--- src/hw/rtl/lec_pkg.sv ---
`timescale 1ns / 1ps
// ----------------------------------------------------------------------------
// lec_pkg
// Shared types and constants of the line ending converter: character codes,
// the run of output bytes produced by one input item, and register decode.
// ----------------------------------------------------------------------------
package lec_pkg;

  // character codes
  localparam logic [7:0] CH_CR = 8'h0D;
  localparam logic [7:0] CH_LF = 8'h0A;

  // longest run of output bytes caused by one input item
  localparam int RUN_MAX   = 4;
  localparam int RUN_CNT_W = $clog2(RUN_MAX + 1);

  // register port: one 32-bit register, byte addressed
  localparam int              ADDR_W           = 3;
  localparam int              DATA_W           = 32;
  localparam logic [ADDR_W-1:0] REG_WINDOWS_MODE = 3'd0;

  // output bytes of one item, byte 0 leaves first
  typedef struct packed {
    logic [RUN_CNT_W-1:0]     cnt;
    logic [RUN_MAX-1:0][7:0]  bytes;
  } run_t;

endpackage

--- src/hw/rtl/lec_core.sv ---
`timescale 1ns / 1ps
// ----------------------------------------------------------------------------
// lec_core
// Lookbehind stage: holds the previous byte and builds the run of output
// bytes for the incoming item from the held byte, the new byte and the mode.
// ----------------------------------------------------------------------------
module lec_core
  import lec_pkg::*;
(
  input  logic       clk,
  input  logic       rst,
  input  logic       accept,
  input  logic [7:0] data_byte,
  input  logic       end_of_stream,
  input  logic       windows_mode,
  output run_t       run
);

  logic [7:0] held_byte;
  logic       held_valid;
  logic [7:0] held_byte_next;
  logic       held_valid_next;

  // run and next lookbehind state for the current item
  always_comb begin
    run             = '0;
    held_byte_next  = data_byte;
    held_valid_next = 1'b1;
    if (end_of_stream) begin
      held_byte_next  = '0;
      held_valid_next = 1'b0;
      if (held_valid) begin
        if (windows_mode && held_byte == CH_LF) begin
          run.cnt      = RUN_CNT_W'(2);
          run.bytes[0] = CH_CR;
          run.bytes[1] = CH_LF;
        end else begin
          run.cnt      = RUN_CNT_W'(1);
          run.bytes[0] = held_byte;
        end
      end
    end else if (!held_valid) begin
      run.cnt = '0;
    end else if (windows_mode) begin
      if (data_byte == CH_LF) begin
        // line ending completes, nothing held afterwards
        held_byte_next  = '0;
        held_valid_next = 1'b0;
        if (held_byte == CH_CR) begin
          run.cnt      = RUN_CNT_W'(2);
          run.bytes[0] = CH_CR;
          run.bytes[1] = CH_LF;
        end else if (held_byte == CH_LF) begin
          run.cnt      = RUN_CNT_W'(4);
          run.bytes[0] = CH_CR;
          run.bytes[1] = CH_LF;
          run.bytes[2] = CH_CR;
          run.bytes[3] = CH_LF;
        end else begin
          run.cnt      = RUN_CNT_W'(3);
          run.bytes[0] = held_byte;
          run.bytes[1] = CH_CR;
          run.bytes[2] = CH_LF;
        end
      end else if (held_byte == CH_LF) begin
        run.cnt      = RUN_CNT_W'(2);
        run.bytes[0] = CH_CR;
        run.bytes[1] = CH_LF;
      end else begin
        run.cnt      = RUN_CNT_W'(1);
        run.bytes[0] = held_byte;
      end
    end else begin
      // unix mode: cr directly before lf is dropped
      if (!(held_byte == CH_CR && data_byte == CH_LF)) begin
        run.cnt      = RUN_CNT_W'(1);
        run.bytes[0] = held_byte;
      end
    end
  end

  // lookbehind register
  always_ff @(posedge clk) begin
    if (rst) begin
      held_byte  <= '0;
      held_valid <= 1'b0;
    end else if (accept) begin
      held_byte  <= held_byte_next;
      held_valid <= held_valid_next;
    end
  end

endmodule

--- src/hw/rtl/lec_drain.sv ---
`timescale 1ns / 1ps
// ----------------------------------------------------------------------------
// lec_drain
// Result register: takes a whole run at once and hands it out one byte per
// cycle while the output is not stalled, marking the final byte of the run.
// ----------------------------------------------------------------------------
module lec_drain
  import lec_pkg::*;
(
  input  logic       clk,
  input  logic       rst,
  input  logic       load,
  input  run_t       run,
  output logic       load_ok,
  output logic       out_valid,
  input  logic       out_stall,
  output logic [7:0] out_byte,
  output logic       last_in_run
);

  logic [RUN_CNT_W-1:0]    cnt;
  logic [RUN_MAX-1:0][7:0] bytes;
  logic                    pop;

  assign out_valid   = (cnt != '0);
  assign out_byte    = bytes[0];
  assign last_in_run = (cnt == RUN_CNT_W'(1));
  assign pop         = out_valid && !out_stall;

  // a new run fits when the buffer is empty or its last byte leaves now
  assign load_ok = (cnt == '0) || (last_in_run && !out_stall);

  // byte count, control
  always_ff @(posedge clk) begin
    if (rst) begin
      cnt <= '0;
    end else if (load) begin
      cnt <= run.cnt;
    end else if (pop) begin
      cnt <= cnt - RUN_CNT_W'(1);
    end
  end

  // run bytes, shifted toward byte 0 as they leave
  always_ff @(posedge clk) begin
    if (load) begin
      bytes <= run.bytes;
    end else if (pop) begin
      bytes <= bytes >> 8;
    end
  end

endmodule

--- src/hw/rtl/line_ending_converter_unit.sv ---
`timescale 1ns / 1ps
// ----------------------------------------------------------------------------
// line_ending_converter_unit
// Byte stream line ending converter with one byte of lookbehind, converting
// to lf or cr lf endings as selected by the windows_mode register.
//
//   channel  signals                                   direction
//   in       in_valid, in_stall, data_byte,            into the block
//            end_of_stream
//   out      out_valid, out_stall, out_byte,           out of the block
//            last_in_run
//   cfg      psel, penable, pwrite, paddr, pwdata,     register port
//            prdata, pready
//
// Each accepted item's 0 to 4 output bytes leave one per cycle from the
// result register while the output is not stalled; the next item is taken
// as the last of them leaves, set by the single output byte lane. An item
// with at most one byte flows at one item per cycle while out_stall is low.
// Synchronous reset clears the held byte, the result register's byte count and the mode.
// A stalled output keeps its byte and holds off the input until the last
// byte of its run leaves.
// ----------------------------------------------------------------------------
module line_ending_converter_unit
  import lec_pkg::*;
(
  input  logic              clk,
  input  logic              rst,
  // input transactions
  input  logic              in_valid,
  output logic              in_stall,
  input  logic [7:0]        data_byte,
  input  logic              end_of_stream,
  // output transactions
  output logic              out_valid,
  input  logic              out_stall,
  output logic [7:0]        out_byte,
  output logic              last_in_run,
  // register port
  input  logic              psel,
  input  logic              penable,
  input  logic              pwrite,
  input  logic [ADDR_W-1:0] paddr,
  input  logic [DATA_W-1:0] pwdata,
  output logic [DATA_W-1:0] prdata,
  output logic              pready
);

  logic windows_mode;
  logic in_accept;
  logic load_ok;
  run_t run;

  // register port
  assign pready = 1'b1;

  always_ff @(posedge clk) begin
    if (rst) begin
      windows_mode <= 1'b0;
    end else if (psel && penable && pwrite && pready && paddr[ADDR_W-1] == 1'b0) begin
      windows_mode <= pwdata[0];
    end
  end

  always_comb begin
    prdata = '0;
    if (paddr[ADDR_W-1] == REG_WINDOWS_MODE[ADDR_W-1]) begin
      prdata[0] = windows_mode;
    end
  end

  // input handshake
  assign in_stall  = !load_ok;
  assign in_accept = in_valid && !in_stall;

  lec_core u_core (
    .clk           (clk),
    .rst           (rst),
    .accept        (in_accept),
    .data_byte     (data_byte),
    .end_of_stream (end_of_stream),
    .windows_mode  (windows_mode),
    .run           (run)
  );

  lec_drain u_drain (
    .clk         (clk),
    .rst         (rst),
    .load        (in_accept),
    .run         (run),
    .load_ok     (load_ok),
    .out_valid   (out_valid),
    .out_stall   (out_stall),
    .out_byte    (out_byte),
    .last_in_run (last_in_run)
  );

`ifndef SYNTHESIS
  // input is never held off while nothing waits at the output
  a_no_idle_stall: assert property (@(posedge clk) disable iff (rst)
    !out_valid |-> !in_stall)
    else $error("input stalled with empty result register");

  // end of stream never produces more than two bytes
  a_eos_run: assert property (@(posedge clk) disable iff (rst)
    in_accept && end_of_stream |-> run.cnt <= RUN_CNT_W'(2))
    else $error("end of stream run too long");

  // a run keeps going until its marked byte leaves
  a_run_continues: assert property (@(posedge clk) disable iff (rst)
    out_valid && !out_stall && !last_in_run |=> out_valid)
    else $error("run ended without last byte");

  // an accepted item with output shows a byte next cycle
  a_run_shown: assert property (@(posedge clk) disable iff (rst)
    in_accept && run.cnt != '0 |=> out_valid)
    else $error("accepted run not presented");
`endif

endmodule

--- config.mk ---
export PLATFORM = sky130hd
export DESIGN_NAME = line_ending_converter_unit
export DESIGN_NICKNAME = d
export VERILOG_FILES = /design/src/hw/rtl/lec_pkg.sv /design/src/hw/rtl/lec_core.sv /design/src/hw/rtl/lec_drain.sv /design/src/hw/rtl/line_ending_converter_unit.sv
export SDC_FILE = /design/constraint.sdc
export NUM_CORES = 1
export LEC_CHECK = 0
export ABC_AREA = 1
export BUFFER_PORTS_ARGS = -buffer_cell sky130_fd_sc_hd__buf_2
export CAP_MARGIN = 5
export CELL_PAD_IN_SITES_DETAIL_PLACEMENT = 2
export CELL_PAD_IN_SITES_GLOBAL_PLACEMENT = 2
export CORE_MARGIN = 4
export CORE_UTILIZATION = 23
export CTS_CLUSTER_SIZE = 12
export DETAILED_ROUTE_END_ITERATION = 10
export PLACE_DENSITY_LB_ADDON = 0.1
export SLEW_MARGIN = 25
export SYNTH_ARGS = -nofsm -noshare
export SYNTH_HDL_FRONTEND = slang
export SYNTH_SLANG_ARGS = --single-unit
--- constraint.sdc ---
create_clock -name clk -period 1.84 [get_ports clk]
set_input_delay 0 -clock clk [delete_from_list [all_inputs] [get_ports clk]]
set_output_delay 0 -clock clk [all_outputs]
set_load 0.02 [all_outputs]
# == After elaboration in Yosys (flattened, before gate mapping) ==
# Cells that the tools add are included.
# op_classes
addsub,1
eq_ne,4
n_mux,39
n_bitwise,1
reduce_logical,14
# ops
op,n
$mux W16,7
$mux W32,3
$mux W8,8
$mux W3,9
$eq A8 B4 Y1 const B,3
$mux W24,1
$mux W19,1
$logic_and A1 B1 Y1,8
$mux W4,2
$mux W1,6
$mux W2,2
$eq A3 B1 Y1 const B,1
$logic_not A3 Y1,1
$reduce_bool A3 Y1,1
$sub A3 B1 Y3 const B,1
$logic_not A1 Y1,2
$reduce_bool A2 Y1,1
$logic_or A1 B1 Y1,1
$not A1 Y1,1
# word_totals
ff_bits,45
inputBits,51
output_inout_bits,44
elab_cells,67

# == Depth between registers and ports, before layout ==
# depth
ltp_word,8
ltp_mapped,11
mapped_depth_nobuf,11

# == Modules after synthesis ==
# A second synthesis with hierarchy kept.
# hier_totals
cells_unflattened,359
hier_area_um2,2790.2
# by_module_without_submodules
mod,instances,cells_each,area_per_inst_um2,seq_area_each_um2
lec_drain,1,176,1654.1,1021.0
lec_core,1,133,807.0,180.2
line_ending_converter_unit,1,50,329.1,20.0

# == Worst setup path after synthesis ==
# OpenSTA, ideal clock, no wires.
# synth_path
kind,reg-to-reg
start,register u_drain.cnt[0]
end,register u_drain.cnt[0]
setup_time_ns,0.122
t_arrival_ns,1.550
required_time_ns,1.718
path_slack_ns,0.168
stages_incl_launch_ff,7
n_path_buf,0
period_less_slack_ns,1.672
cell_sequence,dfxtp_1 > inv_1 > ha_1 > nand2_4 > o21ai_2 > a21boi_2 > a21oi_2
# synth_between
elab_cells_between_ends,11
cone_classes,1 x add/sub; 1 x eq/ne; 2 x mux; 7 x reduce/logical
# synth_rtl
item,line_no,text
"start, declared",lec_drain.sv:21,logic [RUN_CNT_W-1:0] cnt;
"start signal, assigned",lec_drain.sv:38,cnt <= run.cnt;
"start signal, assigned",lec_drain.sv:40,cnt <= cnt - RUN_CNT_W'(1);
$reduce_bool A3 Y1,lec_drain.sv:25,assign out_valid = (cnt != '0);
named net out_valid,line_ending_converter_unit.sv:34,"output logic out_valid,"
$logic_and A1 B1 Y1,lec_drain.sv:28,assign pop = out_valid && !out_stall;
$reduce_bool A2 Y1 (no line),--,
# The timed path passes the listed nets, and every way through them passes these cells. The select of a mux whose other input is x is not followed.
# A chain may end at the register's enable or synchronous reset.

# == Worst setup path after layout ==
# layout_path
start,register u_drain.cnt[0]
end,"register u_drain.bytes (netlist bit u_drain.out_byte[7]), enable pin"
# layout_between
elab_chain_len,5
elab_cells_between_ends,8
cone_classes,1 x eq/ne; 7 x reduce/logical
# layout_lines
item,line_no,text
$eq A3 B1 Y1,lec_drain.sv:27,assign last_in_run = (cnt == RUN_CNT_W'(1));
$logic_and A1 B1 Y1,lec_drain.sv:31,assign load_ok = (cnt == '0) || (last_in_run && !out_stall);
$logic_or A1 B1 Y1,lec_drain.sv:31,
$logic_and A1 B1 Y1,line_ending_converter_unit.sv:73,assign in_accept = in_valid && !in_stall;
$reduce_bool A2 Y1 (no line) *,--,
"end signal, assigned",lec_drain.sv:47,bytes <= run.bytes;
"end signal, assigned",lec_drain.sv:49,bytes <= bytes >> 8;
"end, declared",lec_drain.sv:22,logic [RUN_MAX-1:0][7:0] bytes;
# Every way passes the cells marked *; elsewhere a longest branch is shown, timed or not.

==> flow_summary.rst <==
.. list-table::
   :header-rows: 1

   * - Metric
     - Value
   * - Launch instance of the worst register-to-register path
     - u_drain.cnt[0]
   * - Instance count of the mapped netlist
     - 226
   * - Startpoint types
     - flip-flop
   * - Effective utilization at floorplan
     - 24.0%
   * - Endpoint of the worst hold-timing path
     - u_core.held_byte[3]
   * - Maximum number of pins on one net before global-route repair
     - 16
   * - Maximum level of the CTS H-tree
     - 1
   * - Max stage delay on crit path
     - 0.34 ns
   * - R2R depth
     - 5
   * - Distinct cell type count of the synthesized netlist
     - 25
   * - GRT Residual Overflow
     - 0
   * - Layout cells sized above 1
     - 20.9%
   * - Number of enable-type register cells in the synthesized netlist
     - 13
   * - Main area contributors after synthesis
     - sky130_fd_sc_hd__edfxtp_1, sky130_fd_sc_hd__buf_4, sky130_fd_sc_hd__dfxtp_1, sky130_fd_sc_hd__nand2_1, sky130_fd_sc_hd__nor2_1
   * - Critical path arrival
     - 1.64 ns
   * - Area growth, synth to finish
     - 13.7%
   * - Minimum setup slack after placement
     - 0.152 ns
   * - Proportion of power drawn by the clock network
     - 17.3%
   * - Final hold violation count
     - 0
   * - Classification of the worst-slack hold path
     - input port to flip-flop
   * - Element type at the critical path end
     - flip-flop
   * - Mean instance size in the synthesized netlist
     - 7.81 µm²
   * - Summed instance area of the synthesized netlist
     - 1770 µm²
   * - Required time at the endpoint of the critical path
     - 1.83 ns
   * - Iter 0 DRT Violations
     - 42
   * - Crit-path max FO
     - 12
   * - Count of max-cap constraint violations
     - 0
   * - DIE AREA
     - 9140 µm²
   * - Count of pins over their slew limit
     - 0
   * - Hold path startpoint
     - rst
   * - CP bufs+invs
     - 2
   * - FF-to-FF End
     - u_drain.out_byte[7]
   * - Number of vias after detailed routing
     - 1402
   * - Most frequently used cell type in the post-synthesis netlist
     - sky130_fd_sc_hd__nand2_1
   * - First-pass GRT wire length
     - 7220 µm
   * - Library cell with the largest summed area after synthesis
     - sky130_fd_sc_hd__edfxtp_1
   * - Power share of the combinational group
     - 47.6%
   * - Final-layout setup total negative slack
     - 0 ns
   * - Placed Instance Area
     - 1860 µm²
   * - Number of global-route vias before repair
     - 1438
   * - Number of warnings printed during yosys synthesis
     - 0
   * - PortBufs
     - 29
   * - Cell Int Power
     - 0.00162 W
   * - Critical path type
     - flip-flop to flip-flop
   * - CTS root buf
     - sky130_fd_sc_hd__clkbuf_8
   * - Vert. Die Dim
     - 95.6 µm
   * - Proportion of power drawn by flip-flops and latches
     - 35.1%
   * - Final cell area excluding filler cells
     - 2010 µm²
   * - Outcome
     - finished, final reports clean
   * - Wire per inst
     - 12.1 µm
   * - TritonCTS buffer count
     - 3
   * - Number of nets in the final layout
     - 313
   * - Total routing resource utilization after global routing
     - 10.4%
   * - Residual DRC count
     - 0
   * - CP max stage cell
     - sky130_fd_sc_hd__dfxtp_1
   * - Fin crit share
     - 89.9%
   * - DP Wirelength
     - 3480 µm
   * - Register-to-register path setup slack
     - 0.19 ns
   * - Source-to-sink clock delay at the later pin of the worst-skew pair
     - 0.27 ns
   * - Top-area cell type share of the netlist area
     - 22.1%
   * - Core Footprint
     - 7370 µm²
   * - Count of inserted antenna diode cells
     - 0
   * - Final std cells w/o fill
     - 357
   * - Count of placed standard cells including taps
     - 345
   * - Antenna violations before repair
     - 0
   * - Register bit total from synthesis
     - 26
   * - Count of standard-cell rows
     - 31
   * - Routed wire length
     - 4320 µm
   * - Sw Share
     - 42.3%
   * - Ys async rst share
     - 0%
   * - Drt via density
     - 3.93
   * - Minimum setup slack in the final design
     - 0.186 ns
   * - Share of the yosys chip area belonging to registers
     - 36.9%
   * - Die outline width
     - 95.6 µm
   * - Unrepaired setup endpoints after global routing
     - false
   * - Final hold slack
     - 0.0169 ns
   * - Max Clock Skew
     - 0.00247 ns
   * - Ratio of total power to cell area
     - 1390 nW/µm²
   * - Peak VDD IR
     - 329 µV
   * - Length of the first detailed-routing pass in iterations
     - 4
   * - Io pins
     - 95
   * - Series of cell instances along the critical path
     - inv_1 > ha_1 > nand2_4 > o21ai_2 > buf_4
   * - Main synth FF type
     - sky130_fd_sc_hd__edfxtp_1
   * - Maximum buffer depth of the clock tree
     - 2
   * - Hold path depth
     - 2
   * - Placer's final routability congestion estimate
     - 0.669
   * - Fmax achieved
     - 605 MHz
   * - Clock edge transition at the registers on the reported setup and hold paths
     - 0.10 ns
   * - Post-route antenna net violation count
     - 0
   * - Setup violators final
     - 0
   * - TritonCTS clock tree
     - built
   * - Period minus WS final
     - 1.65 ns
   * - Cell type group with the largest total delay on the critical path
     - buffers and inverters
   * - Clock sink total
     - 26
   * - Cell types with the highest counts after synthesis
     - sky130_fd_sc_hd__nand2_1, sky130_fd_sc_hd__buf_4, sky130_fd_sc_hd__nor2_1, sky130_fd_sc_hd__inv_1
   * - Reported net switching power
     - 0.00119 W
   * - Static Leakage
     - 0.920 nW
## through the flow
stage,utilization (%),total power [W]
final,27.2,0.00280
after CTS,27.2,0.00287
after floorplan,-,0.00213
after global routing,27.2,0.00307
after global placement,25.2,0.00233
after detailed placement,25.2,0.00235
## worst max path at each step
stage	startpoint	endpoint	slack, ns	depth (start not counted)
floorplan	u_drain.cnt[0]	u_drain.cnt[0]	0.17	6
CTS	u_drain.cnt[0]	u_drain.out_byte[7]	0.13	5
finish	u_drain.cnt[0]	u_drain.out_byte[7]	0.19	5
global route	u_drain.cnt[0]	u_drain.bytes[11]	0.04	5
global placement	u_drain.cnt[0]	u_drain.out_byte[7]	0.15	5
detailed placement	u_drain.cnt[0]	u_drain.out_byte[7]	0.15	5
## power by group through the flow
| stage | registers (W) | logic, W | clock network, W |
|---|---|---|---|
| finish | 0.000982 | 0.00133 | 0.000485 |
| global route | 0.00101 | 0.00152 | 0.000542 |
| CTS | 0.000986 | 0.00137 | 0.000513 |
| detailed placement | 0.000999 | 0.00135 | 0 |
| global placement | 0.000993 | 0.00134 | 0 |
| floorplan | 0.000964 | 0.00117 | 0 |
## sequential cells by signal, summed over array words and instances (netlist names)
name and count:
u_drain.cnt 3, windows_mode 1, u_core.held_byte 8, u_drain.out_byte 8, u_core.held_valid 1, u_drain.bytes 5
## repair_timing
action | 4_1_cts | 5_1_grt
endpoints found under the hold margin | 8 | 0
hold buffers | 8 | 0
buffers inserted | 0 | 0
resized for setup | 0 | 0
## per-layer routing
metal	vias to the layer above	track usage, %	wire (µm)
met3	2	2.45	222
met2	43	17.8	2040
met4	0	2.49	36
met1	651	13.0	2020
li1	706	-	-
met5	-	0	0
## kinds of logic (layout without fill, tap and decap cells)
family	Yosys count	count (layout)	share of synthesized area (%)
buffers and inverters	65	67	23.7
flip-flops	26	26	36.9
AO/OA/AOI/OAI	29	29	10.2
AND/OR/NAND/NOR	101	101	26.6
adder cells (fa/ha/maj)	3	3	2.13
other	2	32	0.425
## cell usage in the layout, fill, tap and decap left out
cell and n:
sky130_fd_sc_hd__a21boi_2 1, sky130_fd_sc_hd__a21oi_1 13, sky130_fd_sc_hd__a21oi_2 3, sky130_fd_sc_hd__a21oi_4 1, sky130_fd_sc_hd__a31oi_1 2, sky130_fd_sc_hd__buf_12 1, sky130_fd_sc_hd__buf_2 29, sky130_fd_sc_hd__buf_4 4
sky130_fd_sc_hd__bufinv_16 1, sky130_fd_sc_hd__clkbuf_8 3, sky130_fd_sc_hd__conb_1 32, sky130_fd_sc_hd__dfxtp_1 13, sky130_fd_sc_hd__dlygate4sd3_1 8, sky130_fd_sc_hd__edfxtp_1 13, sky130_fd_sc_hd__ha_1 3, sky130_fd_sc_hd__inv_1 21
sky130_fd_sc_hd__nand2_1 58, sky130_fd_sc_hd__nand2_2 2, sky130_fd_sc_hd__nand2_4 4, sky130_fd_sc_hd__nand3_1 8, sky130_fd_sc_hd__nand4_1 3, sky130_fd_sc_hd__nor2_1 22, sky130_fd_sc_hd__nor2_4 3, sky130_fd_sc_hd__nor2_8 1
sky130_fd_sc_hd__o21ai_0 8, sky130_fd_sc_hd__o21ai_2 1
## layout make-up
class	count	area (µm²)
multi-input combinational	165	808
tap	99	124
fill	910	5360
timing repair buffer	42	275
inverter	21	78.8
clock inverter	1	30.0
clock buffer	3	41.3
sequential	26	651
(Power assumes the default switching activity.)
